`config.mk`:
```
export PLATFORM = sky130hd
export DESIGN_NAME = tracker_channel_command_parser
export DESIGN_NICKNAME = d
export VERILOG_FILES = /design/src/rtl/tccp_pkg.sv /design/src/rtl/tccp_state.sv /design/src/rtl/tccp_decode.sv /design/src/rtl/tracker_channel_command_parser.sv
export VERILOG_INCLUDE_DIRS = /design/src /design/src/rtl
export SDC_FILE = /design/constraint.sdc
export NUM_CORES = 1
export LEC_CHECK = 0
export CAP_MARGIN = 20
export CORE_MARGIN = 5
export CORE_UTILIZATION = 63
export DETAILED_ROUTE_END_ITERATION = 16
export DONT_BUFFER_PORTS = 1
export PLACE_DENSITY = 0.79
export SYNTH_ARGS = -nofsm -noshare
export SYNTH_HDL_FRONTEND = slang
export SYNTH_SLANG_ARGS = --single-unit
```
`constraint.sdc`:
```
create_clock -name clk -period 2.7 [get_ports clk]
set_input_delay 0.27 -clock clk [delete_from_list [all_inputs] [get_ports clk]]
set_output_delay 0.27 -clock clk [all_outputs]
set_load 0.02 [all_outputs]
```
`src/rtl/assert_macros.svh`:
```
// assertion helpers shared by the rtl
`ifndef ASSERT_MACROS_SVH
`define ASSERT_MACROS_SVH

// checked on every rising edge outside reset
`define ASSERT_CLK(label, prop, msg) \
	label: assert property (@(posedge clk) disable iff (!arst_n) prop) else $error(msg);

// checked on every rising edge, reset included
`define ASSERT_ALWAYS(label, prop, msg) \
	label: assert property (@(posedge clk) prop) else $error(msg);

`endif

```
`src/rtl/tccp_pkg.sv`:
```
package tccp_pkg;

	localparam int CHANNELS = 3;
	localparam int CHAN_W   = 2;
	localparam int IDX_W    = (CHANNELS > 1) ? $clog2(CHANNELS) : 1;

	// event kinds
	localparam logic [3:0] EV_NOTE       = 4'd0;
	localparam logic [3:0] EV_SAMPLE     = 4'd1;
	localparam logic [3:0] EV_ORN_NO_ENV = 4'd2;
	localparam logic [3:0] EV_REST       = 4'd3;
	localparam logic [3:0] EV_EMPTY      = 4'd4;
	localparam logic [3:0] EV_ORN0       = 4'd5;
	localparam logic [3:0] EV_ENV_START  = 4'd6;
	localparam logic [3:0] EV_ENV_PERIOD = 4'd7;
	localparam logic [3:0] EV_PERIOD_SET = 4'd8;

	// command byte boundaries
	localparam logic [7:0] CMD_NOTE_MAX   = 8'h5f;
	localparam logic [7:0] CMD_SAMPLE_MIN = 8'h60;
	localparam logic [7:0] CMD_SAMPLE_MAX = 8'h6f;
	localparam logic [7:0] CMD_ORN_MIN    = 8'h70;
	localparam logic [7:0] CMD_ORN_MAX    = 8'h7f;
	localparam logic [7:0] CMD_REST       = 8'h80;
	localparam logic [7:0] CMD_EMPTY      = 8'h81;
	localparam logic [7:0] CMD_ORN0       = 8'h82;
	localparam logic [7:0] CMD_ENV_MAX    = 8'h8e;
	localparam logic [7:0] CMD_PERIOD_BASE = 8'ha1;

	typedef struct packed {
		logic [CHAN_W-1:0] chan;
		logic [3:0]        kind;
		logic [6:0]        value;
		logic [7:0]        env_period;
		logic              row_done;
		logic [7:0]        row_skip;
	} event_t;

	// per-channel state update
	typedef struct packed {
		logic             we;
		logic [IDX_W-1:0] idx;
		logic             set_pend;
		logic             clr_pend;
		logic [3:0]       env_type;
		logic             set_period;
		logic [7:0]       period;
	} upd_t;

	// per-channel state as read for one byte
	typedef struct packed {
		logic       pend;
		logic [3:0] env_type;
		logic [7:0] period;
	} chan_state_t;

endpackage

```
`src/rtl/tccp_state.sv`:
```
module tccp_state
	import tccp_pkg::*;
(
	input  logic             clk,
	input  logic             arst_n,
	input  logic [IDX_W-1:0] rd_idx,
	output chan_state_t      rd,
	input  upd_t             upd
);

	logic       pend_q   [CHANNELS];
	logic [3:0] type_q   [CHANNELS];
	logic [7:0] period_q [CHANNELS];

	// read the channel of the byte in flight
	always_comb begin
		rd.pend     = pend_q[rd_idx];
		rd.env_type = type_q[rd_idx];
		rd.period   = period_q[rd_idx];
	end

	// per-channel registers
	always_ff @(posedge clk or negedge arst_n) begin
		if (!arst_n) begin
			for (int i = 0; i < CHANNELS; i++) begin
				pend_q[i]   <= 1'b0;
				type_q[i]   <= '0;
				period_q[i] <= '0;
			end
		end else if (upd.we) begin
			for (int i = 0; i < CHANNELS; i++) begin
				if (upd.idx == IDX_W'(i)) begin
					if (upd.set_pend) begin
						pend_q[i] <= 1'b1;
						type_q[i] <= upd.env_type;
					end else if (upd.clr_pend) begin
						pend_q[i] <= 1'b0;
					end
					if (upd.set_period) begin
						period_q[i] <= upd.period;
					end
				end
			end
		end
	end

endmodule

```
`src/rtl/tccp_decode.sv`:
```
module tccp_decode
	import tccp_pkg::*;
(
	input  logic [CHAN_W-1:0] chan,
	input  logic [7:0]        cmd_byte,
	input  chan_state_t       st,
	output event_t            ev,
	output upd_t              upd
);

	logic [7:0] period_new;
	logic [7:0] env_val;

	assign period_new = cmd_byte - CMD_PERIOD_BASE;
	assign env_val    = cmd_byte - CMD_REST;

	// classify the byte, a pending envelope takes it as the period
	always_comb begin
		ev            = '0;
		ev.chan       = chan;
		ev.row_skip   = st.period;
		upd           = '0;
		upd.idx       = chan[IDX_W-1:0];
		upd.env_type  = env_val[3:0];
		upd.period    = period_new;
		priority if (st.pend) begin
			ev.kind       = EV_ENV_PERIOD;
			ev.value      = {3'b000, st.env_type};
			ev.env_period = cmd_byte;
			upd.clr_pend  = 1'b1;
		end else if (cmd_byte <= CMD_NOTE_MAX) begin
			ev.kind     = EV_NOTE;
			ev.value    = cmd_byte[6:0];
			ev.row_done = 1'b1;
		end else if (cmd_byte <= CMD_SAMPLE_MAX) begin
			ev.kind  = EV_SAMPLE;
			ev.value = 7'(cmd_byte - CMD_SAMPLE_MIN);
		end else if (cmd_byte <= CMD_ORN_MAX) begin
			ev.kind  = EV_ORN_NO_ENV;
			ev.value = 7'(cmd_byte - CMD_ORN_MIN);
		end else if (cmd_byte == CMD_REST) begin
			ev.kind     = EV_REST;
			ev.row_done = 1'b1;
		end else if (cmd_byte == CMD_EMPTY) begin
			ev.kind     = EV_EMPTY;
			ev.row_done = 1'b1;
		end else if (cmd_byte == CMD_ORN0) begin
			ev.kind = EV_ORN0;
		end else if (cmd_byte <= CMD_ENV_MAX) begin
			ev.kind      = EV_ENV_START;
			ev.value     = env_val[6:0];
			upd.set_pend = 1'b1;
		end else begin
			ev.kind        = EV_PERIOD_SET;
			ev.row_skip    = period_new;
			upd.set_period = 1'b1;
		end
	end

endmodule

```
`src/rtl/tracker_channel_command_parser.sv`:
```
// Channel command parser for a packed three-channel tracker pattern stream.
// Input stream: s_axis_tuser carries the channel number, s_axis_tdata the
// raw command or parameter byte of that channel. A byte whose channel is not
// one of the three is taken and dropped without an event.
// Output stream: one event per byte, the channel and event kind in
// m_axis_tuser, value, envelope period and row skip in m_axis_tdata, and
// m_axis_tlast high when the byte ends the channel's row.
// A byte passes one input register, then decode against the per-channel
// state into the output register. Throughput is one byte per cycle while
// the receiver does not stall; state is read and updated in the same
// cycle, so a channel's bytes may follow each other back to back.
// When the receiver stalls, the held event stays in the output register and
// one more byte waits in the input register before s_axis_tready drops.
// Reset clears both pipeline valids and all per-channel state (envelope
// pending flag, envelope type and row period).
`include "assert_macros.svh"

module tracker_channel_command_parser
	import tccp_pkg::*;
(
	input  logic              clk,
	input  logic              arst_n,
	input  logic              s_axis_tvalid,
	output logic              s_axis_tready,
	input  logic [7:0]        s_axis_tdata,  // [7:0] cmd_byte
	input  logic [CHAN_W-1:0] s_axis_tuser,  // [1:0] chan
	output logic              m_axis_tvalid,
	input  logic              m_axis_tready,
	output logic [23:0]       m_axis_tdata,  // [6:0] event_value, [14:7] env_period,
	                                         // [22:15] row_skip, [23] zero
	output logic [5:0]        m_axis_tuser,  // [1:0] out_chan, [5:2] event_kind
	output logic              m_axis_tlast   // row_done
);

	logic              v_s1;
	logic [CHAN_W-1:0] chan_s1;
	logic [7:0]        byte_s1;
	logic              v_s2;
	event_t            ev_s2;
	event_t            ev;
	upd_t              upd_raw;
	upd_t              upd;
	chan_state_t       st;
	logic              adv2;
	logic              adv1;
	logic              in_ok;

	assign adv2          = !v_s2 || m_axis_tready;
	assign adv1          = v_s1 && adv2;
	assign s_axis_tready = !v_s1 || adv2;
	assign in_ok         = s_axis_tuser < CHAN_W'(CHANNELS);

	// input register
	always_ff @(posedge clk or negedge arst_n) begin
		if (!arst_n) begin
			v_s1 <= 1'b0;
		end else if (s_axis_tready) begin
			v_s1 <= s_axis_tvalid && in_ok;
		end
	end

	always_ff @(posedge clk) begin
		if (s_axis_tready && s_axis_tvalid) begin
			chan_s1 <= s_axis_tuser;
			byte_s1 <= s_axis_tdata;
		end
	end

	// per-channel state
	tccp_state u_state (
		.clk    (clk),
		.arst_n (arst_n),
		.rd_idx (chan_s1[IDX_W-1:0]),
		.rd     (st),
		.upd    (upd)
	);

	// byte decode
	tccp_decode u_decode (
		.chan     (chan_s1),
		.cmd_byte (byte_s1),
		.st       (st),
		.ev       (ev),
		.upd      (upd_raw)
	);

	always_comb begin
		upd    = upd_raw;
		upd.we = adv1;
	end

	// output register
	always_ff @(posedge clk or negedge arst_n) begin
		if (!arst_n) begin
			v_s2 <= 1'b0;
		end else if (adv2) begin
			v_s2 <= v_s1;
		end
	end

	always_ff @(posedge clk) begin
		if (adv1) begin
			ev_s2 <= ev;
		end
	end

	assign m_axis_tvalid = v_s2;
	assign m_axis_tdata  = {1'b0, ev_s2.row_skip, ev_s2.env_period, ev_s2.value};
	assign m_axis_tuser  = {ev_s2.kind, ev_s2.chan};
	assign m_axis_tlast  = ev_s2.row_done;

	// checks
	`ASSERT_CLK(a_row_done_kind, v_s2 && ev_s2.row_done |-> ev_s2.kind == EV_NOTE || ev_s2.kind == EV_REST || ev_s2.kind == EV_EMPTY, "row end on a byte that does not end a row")
	`ASSERT_CLK(a_env_type_range, v_s2 && ev_s2.kind == EV_ENV_PERIOD |-> ev_s2.value >= 7'd3 && ev_s2.value <= 7'd14, "envelope period event with a type outside 3..14")
	`ASSERT_CLK(a_chan_range, v_s2 |-> ev_s2.chan < CHAN_W'(CHANNELS), "event for a channel that does not exist")
	`ASSERT_CLK(a_env_period_kind, v_s2 && ev_s2.kind != EV_ENV_PERIOD |-> ev_s2.env_period == 8'd0, "envelope period set on another event kind")

endmodule

```
==> impl_metrics.csv <==
group,metric,value,unit
logic_synthesis,synth-edff-count,40,
critical_path,slowest_delay,0.65,ns
routing,vias,2514,
final_layout,num-fill-cells,390,
pwr,irDropWorstVdd,0.463,mV
critical_path,startpoint_type,"register",
floorplan,core,0.00596,sq mm
sta,fin_skew,0.00694,ns
job,maxCapViolations,0,
routing,drtAntennaViolNets,0,
placement,hpwlAfterDp,5440,um
critical_path,required,2.93,ns
logic_synthesis,synth-seq-cells,81,
global_route,antenna_found_initial,0,
sta,setup_ws,0.231,ns
clock_network,cts_sinks,81,
routing,firstDrtPassIters,4,
pwr,p_per_area,769,mW/mm^2
sta,period_minus_slack,2.47,ns
hold_path,worstHoldPathCells,2,
final_layout,num_antenna_cells,0,
hold_path,whs_endpoint,"v_s1",
floorplan,design.die.area,0.00785,sq mm
routing,remaining_drc_errors,0,
floorplan,ios,47,
logic_synthesis,ys_warn_count,0,
clock_network,cts_tree,"built",
floorplan,dieWidth,88.6,um
sta,fin_crit_sh,91.5,%
global_route,grt_pass1_wl,12600,um
placement,gp_congestion,0.890,
final_layout,drive_above_1_share,22.7,%
sta,final-hold-violation-count,0,
critical_path,critical_path_class,"register to register",
sta,drv_slew,0,
clock_network,clk_latency,0.35,ns
final_layout,nNetsFinal,355,
global_route,grt-ovfl-total,0,
clock_network,cts-htree-levels,3,
routing,via_per_inst,6.13,
clock_network,root_buffer,"clkbuf_8",
clock_network,numCtsBuffers,9,
clock_network,clk_pin_slew,0.07,ns
critical_path,reg2reg_depth,7,
floorplan,start_util,65.4,%
critical_path,crit_family,"simple AND/OR/NAND/NOR gates",
pwr,power_leakage,1.86,nW
routing,wl_per_cell,19.3,um
logic_synthesis,synth_cells,308,
critical_path,crit_fanout,7,
logic_synthesis,synth.yosys.seq_area_share,57.2,%
logic_synthesis,yosysUniqueCellTypes,55,
status,outcome,"finished clean",
placement,portBuffers,0,
sta,max_freq,0.405,GHz
logic_synthesis,netlist_area,0.00389,sq mm
placement,dpl_worst_slack,0.262,ns
critical_path,reg2reg_from,"byte_s1[0]",
sta,setup_tns,0,ns
logic_synthesis,ys.flop_type,"dfrtp_1",
hold_path,hold_path_class,"input port to register",
critical_path,crit_chain,"inv_1 > ha_1 > nand4b_4 > nor2_2 > o22ai_2 > or4_1 > mux2_4",
routing,drt-total-wl,7920,um
logic_synthesis,yosys-top-cells-area,"edfxtp_1 (31%), dfrtp_1 (26%), mux2_2 (8.1%)",
routing,first_iter_violations,145,
floorplan,rows,28,
floorplan,dieHeight,88.6,um
clock_network,cts_buffer_depth,2,
logic_synthesis,syn-num-nets,333,
final_layout,area_growth,11.7,%
hold_path,min_from,"s_axis_tvalid",
global_route,grt_max_degree,42,
global_route,grt_pass1_vias,2467,
logic_synthesis,synth_top_area_share,30.9,%
logic_synthesis,synth_top_area_cell,"edfxtp_1",
critical_path,endpoint_kind,"register",
logic_synthesis,syn_area_per_cell,12.6,sq um
critical_path,regToRegSetupSlack,0.23,ns
critical_path,crit_arrival,2.70,ns
logic_synthesis,async_reset_ff_share,50.6,%
sta,rsz0062_at_grt,"no",
sta,tightest_slew,0.598,ns
critical_path,cpMaxStageDelayCell,"or4_1",
sta,setup-violations-final,0,
critical_path,r2r_end,"u_state.type_q[3]",
sta,relSlewSlack,59.9,%
critical_path,crit_buf_inv,1,
global_route,grt_usage,21.7,%
cell families (layout without fill, tap and decap cells):
group	count (synthesis)	after routing	share of synthesized area [%]
xor gates and xnor gates	8	8	1.80
DFF	81	81	57.2
adders and majority gates	11	11	3.54
muxes	47	47	13.8
other	1	1	0.0963
and+or+nand+nor	81	81	11.3
AOI/OAI and AO/OA	53	53	8.94
buffers and inverters	26	53	3.34
power breakdown:
part / leakage, nW / internal, mW / switching (mW)
clock: 0.106 / 0.516 / 0.421
combinational: 0.846 / 0.302 / 0.299
sequential: 0.907 / 1.59 / 0.214
final cells by class:
cell class                      count  area (sq um)  area share, %
Multi-Input combinational cell    201          1540           35.3
Tap cell                           75          93.8           2.16
Timing Repair Buffer               27           243           5.58
Sequential cell                    81          2230           51.2
Inverter                           10          37.5          0.864
Clock inverter                      6          82.6           1.90
Clock buffer                       10           128           2.94
cell usage in the layout, fill, tap and decap left out, types with 11 or more instances in the layout:
cell and n:
edfxtp_1 40, mux2_2 28, mux2i_1 14, nor2_1 22
o21ai_0 14, nand2_1 20, ha_1 11, dfrtp_1 41
dlygate4sd3_1 11, a21oi_1 20, buf_4 15
sequential cells by signal, indices dropped and copies added (netlist names):
name	count
byte_s1	8
chan_s1	2
u_state.pend_q	3
u_state.type_q	12
m_axis_tvalid	1
v_s1	1
m_axis_tlast	1
u_state.period_q	24
m_axis_tdata	23
m_axis_tuser	6
worst max path at each step:
stage / from / to / slack (ns) / depth (start not counted)
after global placement: byte_s1[0] / u_state.type_q[2] / 0.29 / 7
final: byte_s1[0] / u_state.type_q[3] / 0.23 / 7
after CTS: byte_s1[0] / u_state.type_q[3] / 0.25 / 7
after floorplan: byte_s1[4] / u_state.type_q[0] / 0.37 / 8
after detailed placement: byte_s1[0] / u_state.type_q[3] / 0.26 / 7
after global routing: byte_s1[0] / u_state.type_q[3] / 0.10 / 7
worst reg2reg max path: cells and delay by family, from the launching register on:
| kind | cells | cell delay (ns) |
|---|---|---|
| mux | 1 | 0.35 |
| flops | 1 | 0.39 |
| buf+inv | 1 | 0.25 |
| fa+ha+maj | 1 | 0.30 |
| compound gates | 1 | 0.13 |
| simple gates | 3 | 0.94 |
routing by layer:
metal  global-route usage [%]  wire [um]
met5                        0          0
met4                     7.97        131
met3                     6.52        484
met2                     35.1       3930
met1                     27.8       3370
metrics by stage:
stage                     utilization, %  area, sq um  power (mW)  std cells  hold WS (ns)
after floorplan                        -         3890        2.24        308       -0.0256
after global placement              67.3         4010        2.36        382       -0.0235
after detailed placement            67.3         4010        2.40        382       -0.0238
after CTS                           71.3         4250        3.34        400       0.00298
after global routing                73.0         4350        3.50        410        0.0634
final                               73.0         4350        3.34        410        0.0600
cell usage after synthesis, drive strengths merged, types with 2 or more instances:
| cell | number |
|---|---|
| dfrtp | 41 |
| edfxtp | 40 |
| mux2 | 32 |
| nor2 | 24 |
| nand2 | 21 |
| a21oi | 20 |
| o21ai | 16 |
| mux2i | 15 |
| ha | 11 |
| buf | 10 |
| inv | 10 |
| clkbuf | 6 |
| nand2b | 4 |
| nor2b | 4 |
| nor4 | 4 |
| xnor2 | 4 |
| xor2 | 4 |
| and2 | 3 |
| and3 | 3 |
| nor3 | 3 |
| o22ai | 3 |
| or2 | 3 |
| a22o | 2 |
| nand3 | 2 |
| nand3b | 2 |
| nand4 | 2 |
| nand4b | 2 |
| o21a | 2 |
| o31ai | 2 |
repair_timing:
action / 4_1_cts / 5_1_grt
hold buffers: 2 / 10
endpoints found under the hold margin: 41 / 10
buffers inserted: 0 / 0
gates resized for setup: 0 / 0
(Power assumes the default switching activity.)
